`src/rtl/txfp_pkg.sv`:
```
// shared types and constants for the transmit frame word packer
package txfp_pkg;

	// frame length rules
	localparam int CNT_W = 6;
	localparam logic [CNT_W-1:0] MIN_FRAME_BYTES = 6'd60;
	localparam logic [CNT_W-1:0] WORD_BYTES = 6'd4;

	// configuration register indexes
	localparam int CFG_IDX_W = 1;
	localparam logic [CFG_IDX_W-1:0] REG_EOF_MARKER = 1'b0;
	localparam logic [CFG_IDX_W-1:0] REG_PAD_MARKER = 1'b1;

	// datapath operations issued by the controller
	localparam int OP_W = 3;
	localparam logic [OP_W-1:0] OP_NONE       = 3'd0;
	localparam logic [OP_W-1:0] OP_HOLD       = 3'd1;
	localparam logic [OP_W-1:0] OP_FLUSH      = 3'd2;
	localparam logic [OP_W-1:0] OP_FINAL_BYTE = 3'd3;
	localparam logic [OP_W-1:0] OP_ZERO       = 3'd4;
	localparam logic [OP_W-1:0] OP_FINAL_PAD  = 3'd5;

	// controller to datapath
	typedef struct packed {
		logic [OP_W-1:0] op;
	} cmd_t;

	// datapath to controller
	typedef struct packed {
		logic out_free;     // output register empty or emptied this cycle
		logic count_short;  // byte count including the incoming item is below minimum
		logic total_short;  // padded total is still below minimum
		logic lane_wrap;    // incoming item completes a word
	} stat_t;

endpackage

```
`src/rtl/txfp_ctrl.sv`:
```
// controller state machine: byte intake and end-of-frame padding sequence
module txfp_ctrl import txfp_pkg::*; (
	input  logic  clk,
	input  logic  arst_n,
	input  logic  in_valid,
	input  logic  frame_end,
	input  stat_t stat,
	output logic  in_stall,
	output cmd_t  cmd
);

	localparam logic ST_IDLE = 1'b0;
	localparam logic ST_PAD  = 1'b1;

	logic state_q;
	logic state_d;
	logic accept;

	// take a byte only while idle and the output register can be loaded
	assign in_stall = (state_q != ST_IDLE) || !stat.out_free;
	assign accept   = in_valid && !in_stall;

	// operation select and next state
	always_comb begin
		state_d = state_q;
		cmd.op  = OP_NONE;
		case (state_q)
			ST_IDLE: begin
				if (accept) begin
					if (!frame_end) begin
						cmd.op = OP_HOLD;
					end else if (stat.count_short) begin
						cmd.op  = OP_FLUSH;
						state_d = ST_PAD;
					end else begin
						// long frame: the final word closes here, or follows a full word if this byte completes one
						cmd.op = OP_FINAL_BYTE;
						if (stat.lane_wrap) begin
							state_d = ST_PAD;
						end
					end
				end
			end
			ST_PAD: begin
				if (stat.out_free) begin
					if (stat.total_short) begin
						cmd.op = OP_ZERO;
					end else begin
						cmd.op  = OP_FINAL_PAD;
						state_d = ST_IDLE;
					end
				end
			end
			default: begin
				state_d = ST_IDLE;
			end
		endcase
	end

	// state register
	always_ff @(posedge clk or negedge arst_n) begin
		if (!arst_n) begin
			state_q <= ST_IDLE;
		end else begin
			state_q <= state_d;
		end
	end

endmodule

```
`src/rtl/txfp_dp.sv`:
```
// datapath: lane packing, byte count, marker registers and output register
module txfp_dp import txfp_pkg::*; (
	input  logic                 clk,
	input  logic                 arst_n,
	input  cmd_t                 cmd,
	output stat_t                stat,
	input  logic [7:0]           data_byte,
	input  logic                 cfg_wr_en,
	input  logic [CFG_IDX_W-1:0] cfg_index,
	input  logic [7:0]           cfg_data,
	input  logic                 out_stall,
	output logic                 out_valid,
	output logic [31:0]          fifo_word,
	output logic [3:0]           control_lanes,
	output logic                 last_word
);

	logic [1:0]       lane_q;
	logic [23:0]      part_q;
	logic [CNT_W-1:0] cnt_q;
	logic [7:0]       eof_q;
	logic [7:0]       pad_q;
	logic             out_valid_q;
	logic [31:0]      word_q;
	logic [3:0]       mask_q;
	logic             last_q;

	logic [31:0]      merged;
	logic [1:0]       lane_nx;
	logic             wrap;
	logic [CNT_W-1:0] cnt_nx;
	logic [CNT_W-1:0] cnt_rnd;
	logic             load;
	logic [31:0]      load_word;
	logic [3:0]       load_mask;
	logic             load_last;

	// end marker at the given lane, pad markers above it
	function automatic logic [31:0] close_word(input logic [31:0] w, input logic [1:0] lane,
			input logic [7:0] eof, input logic [7:0] pad);
		logic [31:0] r;
		r = w;
		for (int l = 0; l < 4; l++) begin
			if (l[1:0] == lane) begin
				r[l*8 +: 8] = eof;
			end else if (l[1:0] > lane) begin
				r[l*8 +: 8] = pad;
			end
		end
		return r;
	endfunction

	// incoming byte placed into its lane
	assign merged  = {8'h00, part_q} | ({24'h000000, data_byte} << {lane_q, 3'b000});
	assign lane_nx = lane_q + 2'd1;
	assign wrap    = (lane_nx == 2'd0);
	assign cnt_nx  = (cnt_q < MIN_FRAME_BYTES) ? cnt_q + 6'd1 : cnt_q;
	// short frame total rounded up to a whole word
	assign cnt_rnd = (cnt_nx + 6'd3) & ~6'd3;

	// status to the controller
	assign stat.out_free    = !out_valid_q || !out_stall;
	assign stat.count_short = (cnt_nx < MIN_FRAME_BYTES);
	assign stat.total_short = (cnt_q < MIN_FRAME_BYTES);
	assign stat.lane_wrap   = wrap;

	// output load select
	always_comb begin
		load      = 1'b0;
		load_word = merged;
		load_mask = 4'h0;
		load_last = 1'b0;
		case (cmd.op)
			OP_HOLD: begin
				load = wrap;
			end
			OP_FLUSH: begin
				load = 1'b1;
			end
			OP_FINAL_BYTE: begin
				load = 1'b1;
				if (!wrap) begin
					load_word = close_word(merged, lane_nx, eof_q, pad_q);
					load_mask = 4'hF << lane_nx;
					load_last = 1'b1;
				end
			end
			OP_ZERO: begin
				load      = 1'b1;
				load_word = 32'h0;
			end
			OP_FINAL_PAD: begin
				load      = 1'b1;
				load_word = close_word(32'h0, 2'd0, eof_q, pad_q);
				load_mask = 4'hF;
				load_last = 1'b1;
			end
			default: begin
				load = 1'b0;
			end
		endcase
	end

	// packing state
	always_ff @(posedge clk or negedge arst_n) begin
		if (!arst_n) begin
			lane_q <= 2'd0;
			part_q <= 24'h0;
			cnt_q  <= '0;
		end else begin
			case (cmd.op)
				OP_HOLD: begin
					lane_q <= lane_nx;
					part_q <= wrap ? 24'h0 : merged[23:0];
					cnt_q  <= cnt_nx;
				end
				OP_FLUSH: begin
					lane_q <= 2'd0;
					part_q <= 24'h0;
					cnt_q  <= cnt_rnd;
				end
				OP_FINAL_BYTE: begin
					lane_q <= 2'd0;
					part_q <= 24'h0;
					// after a full word the final word still follows from the pad state
					cnt_q  <= wrap ? cnt_nx : '0;
				end
				OP_ZERO: begin
					cnt_q <= cnt_q + WORD_BYTES;
				end
				OP_FINAL_PAD: begin
					cnt_q <= '0;
				end
				default: begin
					cnt_q <= cnt_q;
				end
			endcase
		end
	end

	// marker registers
	always_ff @(posedge clk or negedge arst_n) begin
		if (!arst_n) begin
			eof_q <= 8'h00;
			pad_q <= 8'h00;
		end else if (cfg_wr_en) begin
			case (cfg_index)
				REG_EOF_MARKER: eof_q <= cfg_data;
				REG_PAD_MARKER: pad_q <= cfg_data;
				default: begin
					eof_q <= eof_q;
				end
			endcase
		end
	end

	// output valid
	always_ff @(posedge clk or negedge arst_n) begin
		if (!arst_n) begin
			out_valid_q <= 1'b0;
		end else if (load) begin
			out_valid_q <= 1'b1;
		end else if (!out_stall) begin
			out_valid_q <= 1'b0;
		end
	end

	// output payload
	always_ff @(posedge clk) begin
		if (load) begin
			word_q <= load_word;
			mask_q <= load_mask;
			last_q <= load_last;
		end
	end

	assign out_valid     = out_valid_q;
	assign fifo_word     = word_q;
	assign control_lanes = mask_q;
	assign last_word     = last_q;

endmodule

```
`src/rtl/tx_frame_word_packer_top.sv`:
```
// Transmit frame word packer: bytes in, 32-bit FIFO words with control-lane masks out.
// Input channel: data_byte and frame_end, accepted when in_valid is high and in_stall low.
// Output channel: fifo_word, control_lanes, last_word, taken when out_valid is high and
// out_stall low. Bytes pack little-endian; a word of four payload bytes leaves with mask 0.
// Marker registers: cfg_index 0 is the end marker, 1 the pad marker, written on cfg_wr_en.
// A result is loaded into the output register in the cycle after the item that causes it.
// Throughput: one byte per cycle while the output register drains each cycle and no
// end-of-frame sequence runs, and an item waits while the single output register holds a
// stalled result. At the end of a short frame the controller emits the remaining words
// one per cycle while out_stall is low: the flushed last data word, zero words up to the
// minimum frame length and the final word with the end marker; the input stalls meanwhile.
// Reset clears the lane position, partial word, byte count, markers and output valid.
// While out_stall is high with out_valid set, the output word holds and no further item is accepted.
module tx_frame_word_packer_top import txfp_pkg::*; (
	input  logic                 clk,
	input  logic                 arst_n,
	input  logic                 in_valid,
	output logic                 in_stall,
	input  logic [7:0]           data_byte,
	input  logic                 frame_end,
	output logic                 out_valid,
	input  logic                 out_stall,
	output logic [31:0]          fifo_word,
	output logic [3:0]           control_lanes,
	output logic                 last_word,
	input  logic                 cfg_wr_en,
	input  logic [CFG_IDX_W-1:0] cfg_index,
	input  logic [7:0]           cfg_data
);

	cmd_t  cmd;
	stat_t stat;

	// controller
	txfp_ctrl u_ctrl (
		.clk       (clk),
		.arst_n    (arst_n),
		.in_valid  (in_valid),
		.frame_end (frame_end),
		.stat      (stat),
		.in_stall  (in_stall),
		.cmd       (cmd)
	);

	// datapath
	txfp_dp u_dp (
		.clk           (clk),
		.arst_n        (arst_n),
		.cmd           (cmd),
		.stat          (stat),
		.data_byte     (data_byte),
		.cfg_wr_en     (cfg_wr_en),
		.cfg_index     (cfg_index),
		.cfg_data      (cfg_data),
		.out_stall     (out_stall),
		.out_valid     (out_valid),
		.fifo_word     (fifo_word),
		.control_lanes (control_lanes),
		.last_word     (last_word)
	);

`ifndef SYNTHESIS
	// the final word always carries at least the end marker lane
	a_last_has_mask: assert property (@(posedge clk) disable iff (!arst_n)
		out_valid && last_word |-> control_lanes != 4'h0)
		else $error("final word without control lanes");

	// data and padding words carry no control lanes
	a_data_no_mask: assert property (@(posedge clk) disable iff (!arst_n)
		out_valid && !last_word |-> control_lanes == 4'h0)
		else $error("control lanes set on a data word");

	// a frame end always produces a result in the next cycle
	a_end_gives_word: assert property (@(posedge clk) disable iff (!arst_n)
		in_valid && !in_stall && frame_end |=> out_valid)
		else $error("frame end produced no word");
`endif

endmodule
```
`config.mk`:
```
export PLATFORM = sky130hd
export DESIGN_NAME = tx_frame_word_packer_top
export DESIGN_NICKNAME = d
export VERILOG_FILES = /design/src/rtl/txfp_pkg.sv /design/src/rtl/txfp_ctrl.sv /design/src/rtl/txfp_dp.sv /design/src/rtl/tx_frame_word_packer_top.sv
export SDC_FILE = /design/constraint.sdc
export NUM_CORES = 1
export LEC_CHECK = 0
export BUFFER_PORTS_ARGS = -buffer_cell sky130_fd_sc_hd__buf_4
export CAP_MARGIN = 10
export CORE_MARGIN = 8
export CORE_UTILIZATION = 55
export DETAILED_ROUTE_END_ITERATION = 7
export MAX_ROUTING_LAYER = met4
export PLACE_DENSITY = 0.77
export SETUP_SLACK_MARGIN = 0.4
export SLEW_MARGIN = 20
export SYNTH_ARGS = -nofsm -noshare
export SYNTH_HDL_FRONTEND = slang
export SYNTH_HIERARCHICAL = 1
export SYNTH_SLANG_ARGS = --single-unit
```
`constraint.sdc`:
```
create_clock -name clk -period 8.4 [get_ports clk]
set_input_delay 0.42 -clock clk [delete_from_list [all_inputs] [get_ports clk]]
set_output_delay 0.42 -clock clk [all_outputs]
set_load 0.005 [all_outputs]
```
* Yosys cells after proc, flatten, opt, wreduce, memory -nomap -nowiden
Index checks and enable logic that the tools add are counted.
Word-level totals: register bits after elaboration 87, latch bits 0, memory bits (writable) 0, memory bits (read-only) 0, input port bits 23, output and inout bits 39, word-level logic and storage cells 83, memories kept 0
Operators by class: add/sub/neg operators 4, multipliers 0, divide/modulo/power cells 0, $lt $le $gt $ge 6, eq/ne operators 9, shifts and indexed selects 2, mux-type cells 35, bitwise operators 3, reductions and logical operators 14
Operators with widths (count):
- $pmux 32 s3 | 1
- $mux 8 | 7
- $pmux 24 s2 | 1
- $mux 32 | 1
- $or 24x32->32 | 1
- $shl 8x5->32 | 1
- $pmux 6 s5 | 1
- $mux 24 | 1
- $lt 6x6->1 const B | 2
- $mux 6 | 2
- $mux 1 | 11
- $mux 3 | 3
- $pmux 4 s2 | 1
- $add 6x1->6 const B | 1
- $add 6x2->6 const B | 1
- $add 6x3->6 const B | 1
- $eq 3x2->1 const B | 2
- $eq 3x3->1 const B | 2
- $pmux 1 s2 | 3
- $pmux 3 s2 | 1
- $reduce_bool 5->1 | 1
- $eq 2x2->1 const A | 2
- $gt 1x2->1 const A | 2
- $gt 2x2->1 const A | 2
- other kinds (16) | 22

* Longest topological paths before layout
Gate-level depths: netlist of the first run.
depth in word-level cells 12, gate-level depth with buffers 15, depth with buffers taken out 14

* By module
The synthesis of the first run kept the hierarchy.
By module, submodules not included:
- txfp_dp | times used 1, cells each 443, area an instance 4516.8 um2, seq. area each 2307.2 um2
- txfp_ctrl | times used 1, cells each 13, area an instance 96.3 um2, seq. area each 25.0 um2

* Worst setup path before layout of the first run
No wires, ideal clock.
kind reg-to-reg, from register u_dp.cnt_q[0], to register u_dp.mask_q[0] (netlist: u_dp/control_lanes[0]) (enable), library setup time 0.394 ns, arrival 3.040 ns, data required time 8.006 ns, slack 4.966 ns, stages on the path, launching flop included 13, buffers on the path 0, clock period less this slack 3.434 ns, path through dfrtp_1 ha_1 or2b_1 o21ai_0 a32oi_1 o21ai_0 nand2_1 nand2_1 nand3b_1 a21oi_1 nor3b_2 nand2_1 nand2_1
RTL lines:
- start, declared | line txfp_dp.sv:20 | logic [CNT_W-1:0] cnt_q;
- start signal, assigned | line txfp_dp.sv:115 | cnt_q <= cnt_nx;
- start signal, assigned | line txfp_dp.sv:120 | cnt_q <= cnt_rnd;
- start signal, assigned | line txfp_dp.sv:126 | cnt_q <= wrap ? cnt_nx : '0;
- end signal, assigned | line txfp_dp.sv:172 | mask_q <= load_mask;
- end, declared | line txfp_dp.sv:25 | logic [3:0] mask_q;

==> reports/results.ini, run 1 <==
[logic_synthesis]
netlist_top_cells_count = a21oi_1 (56), dfrtp_1 (50), nand2_1 (45)
syn_inst = 456
syn_nets = 488
synth-adder-area-share = 0.02441
synth_seq_area_share = 0.5056
synth_edf_count = 36
synth_top_cell_by_area = dfrtp_1
synth-simple-area-share = 0.1519
synth-compound-area-share = 0.2086
synth_top_family_by_area = compound AO/OA/AOI/OAI gates
avgSynthCellArea_um2 = 10.12
ys_types = 62
synth_ff_type = dfrtp_1
ys_warn_count = 6
synth_mux_area_frac = 0.05587
yosys-top-cells-area = dfrtp_1 (27%), edfxtp_1 (23%), a21oi_1 (6.1%)
synthArstFlopShare = 0.5814
yosysTopAreaCellShare = 0.2712
synth.most_common_cell = a21oi_1
ys_seq_elements = 86
syn-cell-area_um2 = 4613
synth_xor_area_frac = 0.01139

[clock_network]
clock_latency_ns = 0.36
cts_tree = done
ctsHoldBuffers = 0
cts_root_buf = clkbuf_8
post_cts_buffers = 0
path_clk_slew_ns = 0.09
clock_path_buffers = 2
clock-sinks = 86
ctsHtreeMaxLevel = 3
cts_buffers = 9
cts_resized = 0

[drt]
dr.pass1.iters = 5
viasPerCell = 6.320
drt_iter0_drc = 367
drc = 0
postRouteAntennaNets = 0
routed_wl_mm = 12.08
wire_per_inst_um = 19.61
vias = 3893

[sta]
holdWs_ns = 0.06805
max_slew_margin = 0.2906
drv_slew = 0
setup_violations = 0
clock_skew_ns = 0.01402
rsz0062_at_grt = false
period_share = 0.5139
tightest_slew_ns = 1.064
hold_viol = 0
max_freq_mhz = 231.6
finalSetupTns_ns = 0
finalCriticalPeriod_ns = 4.317

[floorplan]
core_um2 = 8175
row_count = 33
die_w_um = 107.6
dieArea_um2 = 11570
io_pins = 62
die_h_um = 107.6
initial_core_util = 0.5643

[pwr]
power_mw = 1.783
peakVddDrop_mv = 0.1539
powerDensity_nw_per_um2 = 336.9
p_leak_nw = 2.177

[global_route]
grt_pass1_wl_mm = 19.45
antenna_found_initial = 0
grt_pass1_vias = 3595
gr-usage-all-layers = 0.2177
grt.overflow.total = 0
grt_max_degree = 51

[cells_and_area]
nNetsFinal = 538
multi_input_area_um2 = 2086
syn_to_final_growth_pct = 14.70
antenna_cells = 0
fillCellCount = 664
seq_area_um2 = 2332
layout-drive-gt1-share = 0.2329

[worst_setup_path]
startpoint_type = flip-flop
startpoint = u_dp/cnt_q[2]$_DFFE_PN0P_
crit_required_ns = 8.50
arrival_ns = 4.42
max_stage_delay_ns = 0.83
reg2regPathDepth = 15
crit_end = u_dp/fifo_word[29]$_DFFE_PP_
cp-end-kind = flip-flop
path_class = reg -> reg
critPathMaxFanout = 22
ff2ff_setup_slack_ns = 4.08
r2r-end = u_dp/fifo_word[29]$_DFFE_PP_
slowest_stage = a21oi_1
r2r_start = u_dp/cnt_q[2]$_DFFE_PN0P_
crit_chain = ha_1, and3_4, nor2_1, xor2_1, nand2_1, nand2_1, nand3b_1, a21oi_1, buf_4, and3b_1, nor2_1, buf_4, a21oi_1, nor3_2, o2bb2ai_1

[placed_design]
place.gp.congestion = 0.9632
dpl.hpwl_mm = 9.072
io_buffers = 61

[min_path]
min_path_type = in -> async

[status]
status = finished clean

[flow_run]
drv_cap = 0

critical path: cells and delay by family, from the launching register on:
kind / cells / cell delay, ns
compound gates: 3 / 1.21
xor+xnor: 1 / 0.22
fa+ha+maj: 1 / 0.37
simple gates: 8 / 1.30
flops: 1 / 0.54
buf+inv: 2 / 0.42
cells in the final DEF (no fill, tap or decap), types with 2 or more instances in the layout:
master,n
buf_4,67
a21oi_1,56
dfrtp_1,50
nand2_1,45
nor2_1,39
edfxtp_1,36
o21ai_0,31
mux2_2,22
a22oi_1,16
o22ai_1,11
nand3_1,10
clkbuf_8,9
inv_1,9
ha_1,9
nor3_1,8
o2bb2ai_1,8
nor2b_1,7
nand2b_1,5
a32oi_1,5
xnor2_1,4
inv_6,3
a21o_1,3
o21a_1,3
and2_1,3
o221ai_1,3
o211ai_1,3
inv_8,2
nand3b_1,2
and2_2,2
o31ai_1,2
nor3_2,2
a32o_1,2
a22o_1,2
nor4_1,2
and3_4,2
xor2_1,2
state kept, by name (all words and copies together), names as in the netlist:
signal / flops
u_dp/fifo_word: 32
u_dp/pad_q: 8
u_ctrl/state_q: 1
u_dp/cnt_q: 6
u_dp/lane_q: 2
u_dp/part_q: 24
u_dp/out_valid: 1
u_dp/control_lanes: 4
u_dp/eof_q: 8
metrics by stage:
stage,cell area [um2],utilization,setup WS (ns),std cells
final,5291,0.6472,4.083,616
after floorplan,4613,-,4.966,456
after global routing,5291,0.6472,3.789,616
after detailed placement,5086,0.6221,4.195,600
after global placement,5086,0.6221,4.589,600
after CTS,5291,0.6472,4.170,616
area by class of cell:
type | instances | share of cell area
clock buffer | 10 | 0.02814
clock inverter | 6 | 0.01064
inverter | 9 | 0.006384
multi-input combinational | 333 | 0.3942
sequential | 86 | 0.4408
tap | 105 | 0.02483
timing repair buffer | 67 | 0.09506
routing by layer:
layer	GRT usage	part of all wire	wire, um
met1	0.3204	0.47	5672
met5	-	0	0
met4	0.06838	0.015	176
met3	0.04790	0.10	1213
met2	0.2877	0.42	5015
how the worst min path moves through the flow:
stage / from / slack, ns / to
after floorplan: arst_n / 0.12 / u_ctrl/state_q$_DFF_PN0_
after global placement: u_dp/part_q[10]$_DFFE_PN0P_ / 0.46 / u_dp/part_q[10]$_DFFE_PN0P_
after detailed placement: arst_n / 0.48 / u_dp/out_valid$_DFFE_PN0P_
after CTS: arst_n / 0.09 / u_dp/eof_q[1]$_DFFE_PN0P_
after global routing: arst_n / 0.12 / u_dp/out_valid$_DFFE_PN0P_
final: arst_n / 0.07 / u_dp/out_valid$_DFFE_PN0P_
power breakdown:
part	internal (mW)	leakage (nW)	switching, mW	total (mW)
clock	0.133	0.103	0.162	0.294
combinational	0.313	1.06	0.421	0.734
sequential	0.634	1.01	0.121	0.755
cell families after synthesis:
| logic type | after synthesis |
|---|---|
| AO/OA/AOI/OAI | 154 |
| AND/OR/NAND/NOR | 141 |
| flip-flops | 86 |
| buffers and inverters | 37 |
| multiplexers | 23 |
| adder cells (fa/ha/maj) | 9 |
| XOR/XNOR | 6 |
No activity file was read; power rests on OpenSTA's default activity.
==> run 2, diff against run 1 <==
==> constraint.sdc (replaced) <==
create_clock -name clk -period 4.3 [get_ports clk]
set_input_delay 0.215 -clock clk [delete_from_list [all_inputs] [get_ports clk]]
set_output_delay 0.215 -clock clk [all_outputs]
set_load 0.005 [all_outputs]
==> reports/results.ini, run 2 (synthesis gave the netlist of run 1 again) <==
[pwr]
p_leak_nw = 2.184
powerDensity_nw_per_um2 = 650.4
p_int_mw = 2.074
switching_share = 0.3974
peakVddDrop_mv = 0.2765
power_frac_clock = 0.154
p_comb_frac = 0.418
sequentialPowerShare = 0.429
power_switching_mw = 1.368

[global_route]
antenna_found_initial = 0
grt_max_degree = 51
gr-usage-all-layers = 0.2134
grt_pass1_wl_mm = 18.93
grt_pass1_vias = 3546
grt.overflow.total = 0

[drt]
viasPerCell = 6.331
postRouteAntennaNets = 0
drt_iter0_drc = 510
vias = 3919
drc = 0
dr.pass1.iters = 5
routed_wl_mm = 11.96
wire_per_inst_um = 19.32

[placed_design]
io_buffers = 61
dpl.hpwl_mm = 8.790
place.gp.congestion = 0.9586
place_ws_ns = 0.8134

[floorplan]
die_h_um = 107.6
dieArea_um2 = 11570
initial_core_util = 0.5643
row_count = 33
die_w_um = 107.6
core_um2 = 8175
io_pins = 62

[sta]
period_share = 0.8437
setup_violations = 0
drv_slew = 0
tightest_slew_ns = 0.7568
max_freq_mhz = 275.6
finalCriticalPeriod_ns = 3.628
rsz0062_at_grt = false
layout_setup_ws_ns = 0.6721
finalSetupTns_ns = 0
hold_viol = 0
clock_skew_ns = 0.01228
max_slew_margin = 0.4916

[cells_and_area]
layout-drive-gt1-share = 0.2354
largest_reg_flops = 32
mostFrequentLayoutCells = buf_4 (69), a21oi_1 (56), dfrtp_1 (50)
antenna_cells = 0
syn_to_final_growth_pct = 14.70
nNetsFinal = 541
final_common_cell = buf_4
fillCellCount = 682

[clock_network]
clock_latency_ns = 0.37
clock-sinks = 86
ctsHoldBuffers = 1
cts_root_buf = clkbuf_8
ctsHtreeMaxLevel = 3
cts_buffers = 9
post_cts_buffers = 0
path_clk_slew_ns = 0.09
clock_path_buffers = 2
cts_resized = 0
cts_tree = done

[worst_setup_path]
reg2regPathDepth = 14
crit_required_ns = 4.60
r2r-end = u_dp/part_q[19]$_DFFE_PN0P_
path_class = reg -> reg
r2r_start = u_dp/cnt_q[2]$_DFFE_PN0P_
arrival_ns = 3.93
cp-end-kind = flip-flop
critPathMaxFanout = 14
ff2ff_setup_slack_ns = 0.67
startpoint_type = flip-flop

[flow_run]
drv_cap = 0

[min_path]
min_from = cfg_data[0]
min_path_type = in -> reg
whs_path_depth = 2
hold_end = u_dp/pad_q[0]$_DFFE_PN0P_

[status]
status = finished clean

run 2: changes by cell type in the layout (fill, tap and decap cells not counted), sizes merged:
cell / previous run / this run
buf: 67 / 69
clkinv: 0 / 4
dlygate4sd3: 0 / 1
inv: 14 / 12
clkbuf: 10 / 9
clkinvlp: 1 / 0
run 2: metal layers:
metal | vias to the layer above | routed length (um) | track usage | part of all wire
met4 | 0 | 178 | 0.06145 | 0.015
met5 | - | 0 | - | 0
met3 | 26 | 1343 | 0.05030 | 0.11
met1 | 1857 | 5569 | 0.3245 | 0.47
li1 | 1788 | - | - | -
met2 | 248 | 4865 | 0.2702 | 0.41
run 2: cell type report:
| cell class | count | area [um2] | share of cell area |
|---|---|---|---|
| repair buffers | 70 | 528.0 | 0.09979 |
| multi-input cells | 333 | 2086 | 0.3942 |
| inverters | 9 | 33.78 | 0.006384 |
| flip-flops and latches | 86 | 2332 | 0.4408 |
| clock buffers | 9 | 123.9 | 0.02341 |
| well taps | 105 | 131.4 | 0.02483 |
| clock inverters | 7 | 56.30 | 0.01064 |
run 2: how the worst max path moves through the flow:
| stage | startpoint | to | slack, ns | cells past startpoint |
|---|---|---|---|---|
| after floorplan | u_dp/cnt_q[0]$_DFFE_PN0P_ | u_dp/control_lanes[0]$_DFFE_PP_ | 0.87 | 12 |
| after global placement | u_dp/cnt_q[2]$_DFFE_PN0P_ | u_dp/fifo_word[17]$_DFFE_PP_ | 1.03 | 14 |
| after detailed placement | u_dp/cnt_q[2]$_DFFE_PN0P_ | u_dp/part_q[19]$_DFFE_PN0P_ | 0.81 | 14 |
| after global routing | u_dp/cnt_q[2]$_DFFE_PN0P_ | u_dp/fifo_word[12]$_DFFE_PP_ | 0.46 | 15 |
| after CTS | u_dp/cnt_q[2]$_DFFE_PN0P_ | u_dp/part_q[19]$_DFFE_PN0P_ | 0.79 | 14 |
| final | u_dp/cnt_q[2]$_DFFE_PN0P_ | u_dp/part_q[19]$_DFFE_PN0P_ | 0.67 | 14 |
run 2: worst max-delay path, stage by stage (launching register included):
cell and delay (ns):
dfrtp_1 0.53, ha_1 0.37, and3_4 0.24, nor2_1 0.15, xor2_1 0.26, nand2_1 0.13
nand2_1 0.09, nand3b_1 0.07, a21oi_1 0.13, buf_4 0.20, nor3b_2 0.23, nand2_1 0.22
nor3_1 0.64, a21oi_1 0.16, nor2_1 0.13
run 2: metrics by stage:
stage | hold slack [ns] | utilization | cells | power (mW) | cell area, um2
6_report | 0.08152 | 0.6472 | 619 | 3.442 | 5291
3_3_place_gp | 0.2740 | 0.6240 | 602 | 2.854 | 5101
5_1_grt | 0.07128 | 0.6472 | 619 | 3.656 | 5291
2_1_floorplan | -0.08059 | - | 456 | 2.328 | 4613
3_5_place_dp | 0.2733 | 0.6240 | 602 | 2.895 | 5101
4_1_cts | 0.07287 | 0.6472 | 619 | 3.421 | 5291
run 2: power by group through the flow:
stage          Combinational, mW  Sequential [mW]  Clock, mW
2_1_floorplan              0.909             1.42          0
3_3_place_gp                1.39             1.46          0
3_5_place_dp                1.41             1.48          0
4_1_cts                     1.42             1.47      0.535
5_1_grt                     1.57             1.51      0.569
6_report                    1.44             1.48      0.529
==> run 3, diff against run 2 <==
--- a/config.mk
+++ b/config.mk
@@ -8,10 +8,10 @@
 export BUFFER_PORTS_ARGS = -buffer_cell sky130_fd_sc_hd__buf_4
 export CAP_MARGIN = 10
 export CORE_MARGIN = 8
-export CORE_UTILIZATION = 55
+export CORE_UTILIZATION = 52
 export DETAILED_ROUTE_END_ITERATION = 7
 export MAX_ROUTING_LAYER = met4
-export PLACE_DENSITY = 0.77
+export PLACE_DENSITY = 0.76
 export SETUP_SLACK_MARGIN = 0.4
 export SLEW_MARGIN = 20
 export SYNTH_ARGS = -nofsm -noshare
==> constraint.sdc (replaced) <==
create_clock -name clk -period 2.9 [get_ports clk]
set_input_delay 0.145 -clock clk [delete_from_list [all_inputs] [get_ports clk]]
set_output_delay 0.145 -clock clk [all_outputs]
set_load 0.005 [all_outputs]
==> reports/results.ini, run 3 (synthesis gave the netlist of run 1 again) <==
[worst_setup_path]
max_stage_delay_ns = 0.46
crit_chain = ha_4, and3_4, nor2_2, xor2_1, nand2_1, nand2_1, nand3b_1, a21oi_2, buf_6, nor3b_4, buf_6, buf_6, nand2_8, nor3_4, buf_6, a21oi_1, nor2_1
path_delay_family = simple AND/OR/NAND/NOR gates
crit_buf_inv = 4
crit_required_ns = 3.19
arrival_ns = 3.37
cp-end-kind = flip-flop
startpoint_type = flip-flop
crit_top_cell = buf_6
path_class = reg -> reg
slowest_stage = dfrtp_2
critPathMaxFanout = 7

[clock_network]
cts_tree = done
clock_latency_ns = 0.37
cts_root_buf = clkbuf_8
clock_path_buffers = 2
clock-sinks = 86
path_clk_slew_ns = 0.10
ctsHtreeMaxLevel = 3
cts_buffers = 9

[cells_and_area]
antenna_cells = 0
fillCellCount = 479
syn_to_final_growth_pct = 49.01
final_common_cell = buf_4
nNetsFinal = 628
mostFrequentLayoutCells = buf_4 (102), dfrtp_1 (46), a21oi_1 (42)
layout-drive-gt1-share = 0.4925
utilization = 0.7921
largest_reg_flops = 32
final_area_um2 = 6874

[sta]
hold_viol = 0
tightest_slew_ns = 0.8490
max_slew_margin = 0.4340
max_freq_mhz = 325.3
finalSetupTns_ns = -4.560
setup_violations = 60
period_share = 1.060
rsz0062_at_grt = true
layout_setup_ws_ns = -0.1740
clock_skew_ns = 0.02154
finalCriticalPeriod_ns = 3.074
drv_slew = 0

[global_route]
grt.overflow.total = 0
grt_pass1_wl_mm = 23.47
gr-usage-all-layers = 0.2614
grt_max_degree = 51
antenna_found_initial = 0
grt_pass1_vias = 4338

[placed_design]
io_buffers = 61
placed_cell_area_um2 = 5419
place.gp.congestion = 0.9820
place_ws_ns = -0.05987
dpl.hpwl_mm = 9.455

[floorplan]
row_count = 34
die_w_um = 110.2
initial_core_util = 0.5316
die_h_um = 110.2
io_pins = 62
dieArea_um2 = 12140
core_um2 = 8678

[drt]
routed_wl_mm = 17.75
postRouteAntennaNets = 0
wire_per_inst_um = 25.04
viasPerCell = 7.013
drc = 3
dr.pass1.iters = 8
vias = 4972
drt_iter0_drc = 774

[flow_run]
drv_cap = 0

[min_path]
min_path_type = in -> reg

[pwr]
p_leak_nw = 2.785
peakVddDrop_mv = 0.5198
power_mw = 6.340
powerDensity_nw_per_um2 = 922.3

[status]
failed_checks = DRC, setup timing
status = complete, but fails checks

run 3: cell count changes in the layout (fill, tap and decap cells not counted), sizes merged:
| cell | change |
|---|---|
| and2 | +1 |
| buf | +78 |
| clkbuf | +1 |
| clkinv | -2 |
| clkinvlp | +1 |
| dlygate4sd3 | +1 |
| nand2 | +7 |
run 3: where the power goes:
group / internal [mW] / total (mW) / leakage [nW] / switching [mW]
Combinational: 1.43 / 3.33 / 1.69 / 1.90
Clock: 0.347 / 0.815 / 0.0939 / 0.468
Sequential: 1.84 / 2.20 / 1.01 / 0.356
run 3: cell type report:
| type | count | area, um2 | share of cell area |
|---|---|---|---|
| multi-input combinational | 341 | 2800 | 0.4074 |
| sequential | 86 | 2337 | 0.3400 |
| timing repair buffer | 149 | 1376 | 0.2002 |
| clock buffer | 10 | 137.6 | 0.02002 |
| tap | 108 | 135.1 | 0.01966 |
| clock inverter | 6 | 51.30 | 0.007463 |
| inverter | 9 | 36.28 | 0.005278 |
run 3: final timing paths:
path | depth (start not counted) | startpoint | slack, ns | to
max | 17 | u_dp/cnt_q[2]$_DFFE_PN0P_ | -0.17 | u_dp/part_q[3]$_DFFE_PN0P_
min | 2 | cfg_data[2] | 0.01 | u_dp/pad_q[2]$_DFFE_PN0P_
max reg2reg | 17 | u_dp/cnt_q[2]$_DFFE_PN0P_ | -0.17 | u_dp/part_q[3]$_DFFE_PN0P_
min reg2reg | 2 | u_dp/part_q[13]$_DFFE_PN0P_ | 0.52 | u_dp/part_q[13]$_DFFE_PN0P_
max in group asynchronous | 2 | arst_n | 2.09 | u_dp/cnt_q[1]$_DFFE_PN0P_
min in group asynchronous | 2 | arst_n | 0.33 | u_ctrl/state_q$_DFF_PN0_
run 3: per-stage QoR:
stage / cells / hold slack [ns]
after floorplan: 456 / -0.1506
after global placement: 623 / 0.1968
after detailed placement: 623 / 0.2085
after CTS: 692 / 0.004214
after global routing: 709 / 0.005572
final: 709 / 0.01020
run 3: per-layer routing:
layer,track usage,vias up,part of all wire,wire (um)
met5,-,-,0,0
met4,0.09895,0,0.066,1173
met3,0.05872,153,0.13,2327
met2,0.3844,505,0.44,7831
met1,0.3461,2326,0.36,6421
li1,-,1988,-,-
run 3: what timing repair did:
item | in CTS | in global routing
endpoints found under the setup margin | 102 | 106
hold buffers | 2 | 0
buffers inserted | 44 | 13
resized for setup | 102 | 60
cloned | 7 | 4
pin swaps | 53 | 32
hold endpoints to repair | 51 | 0
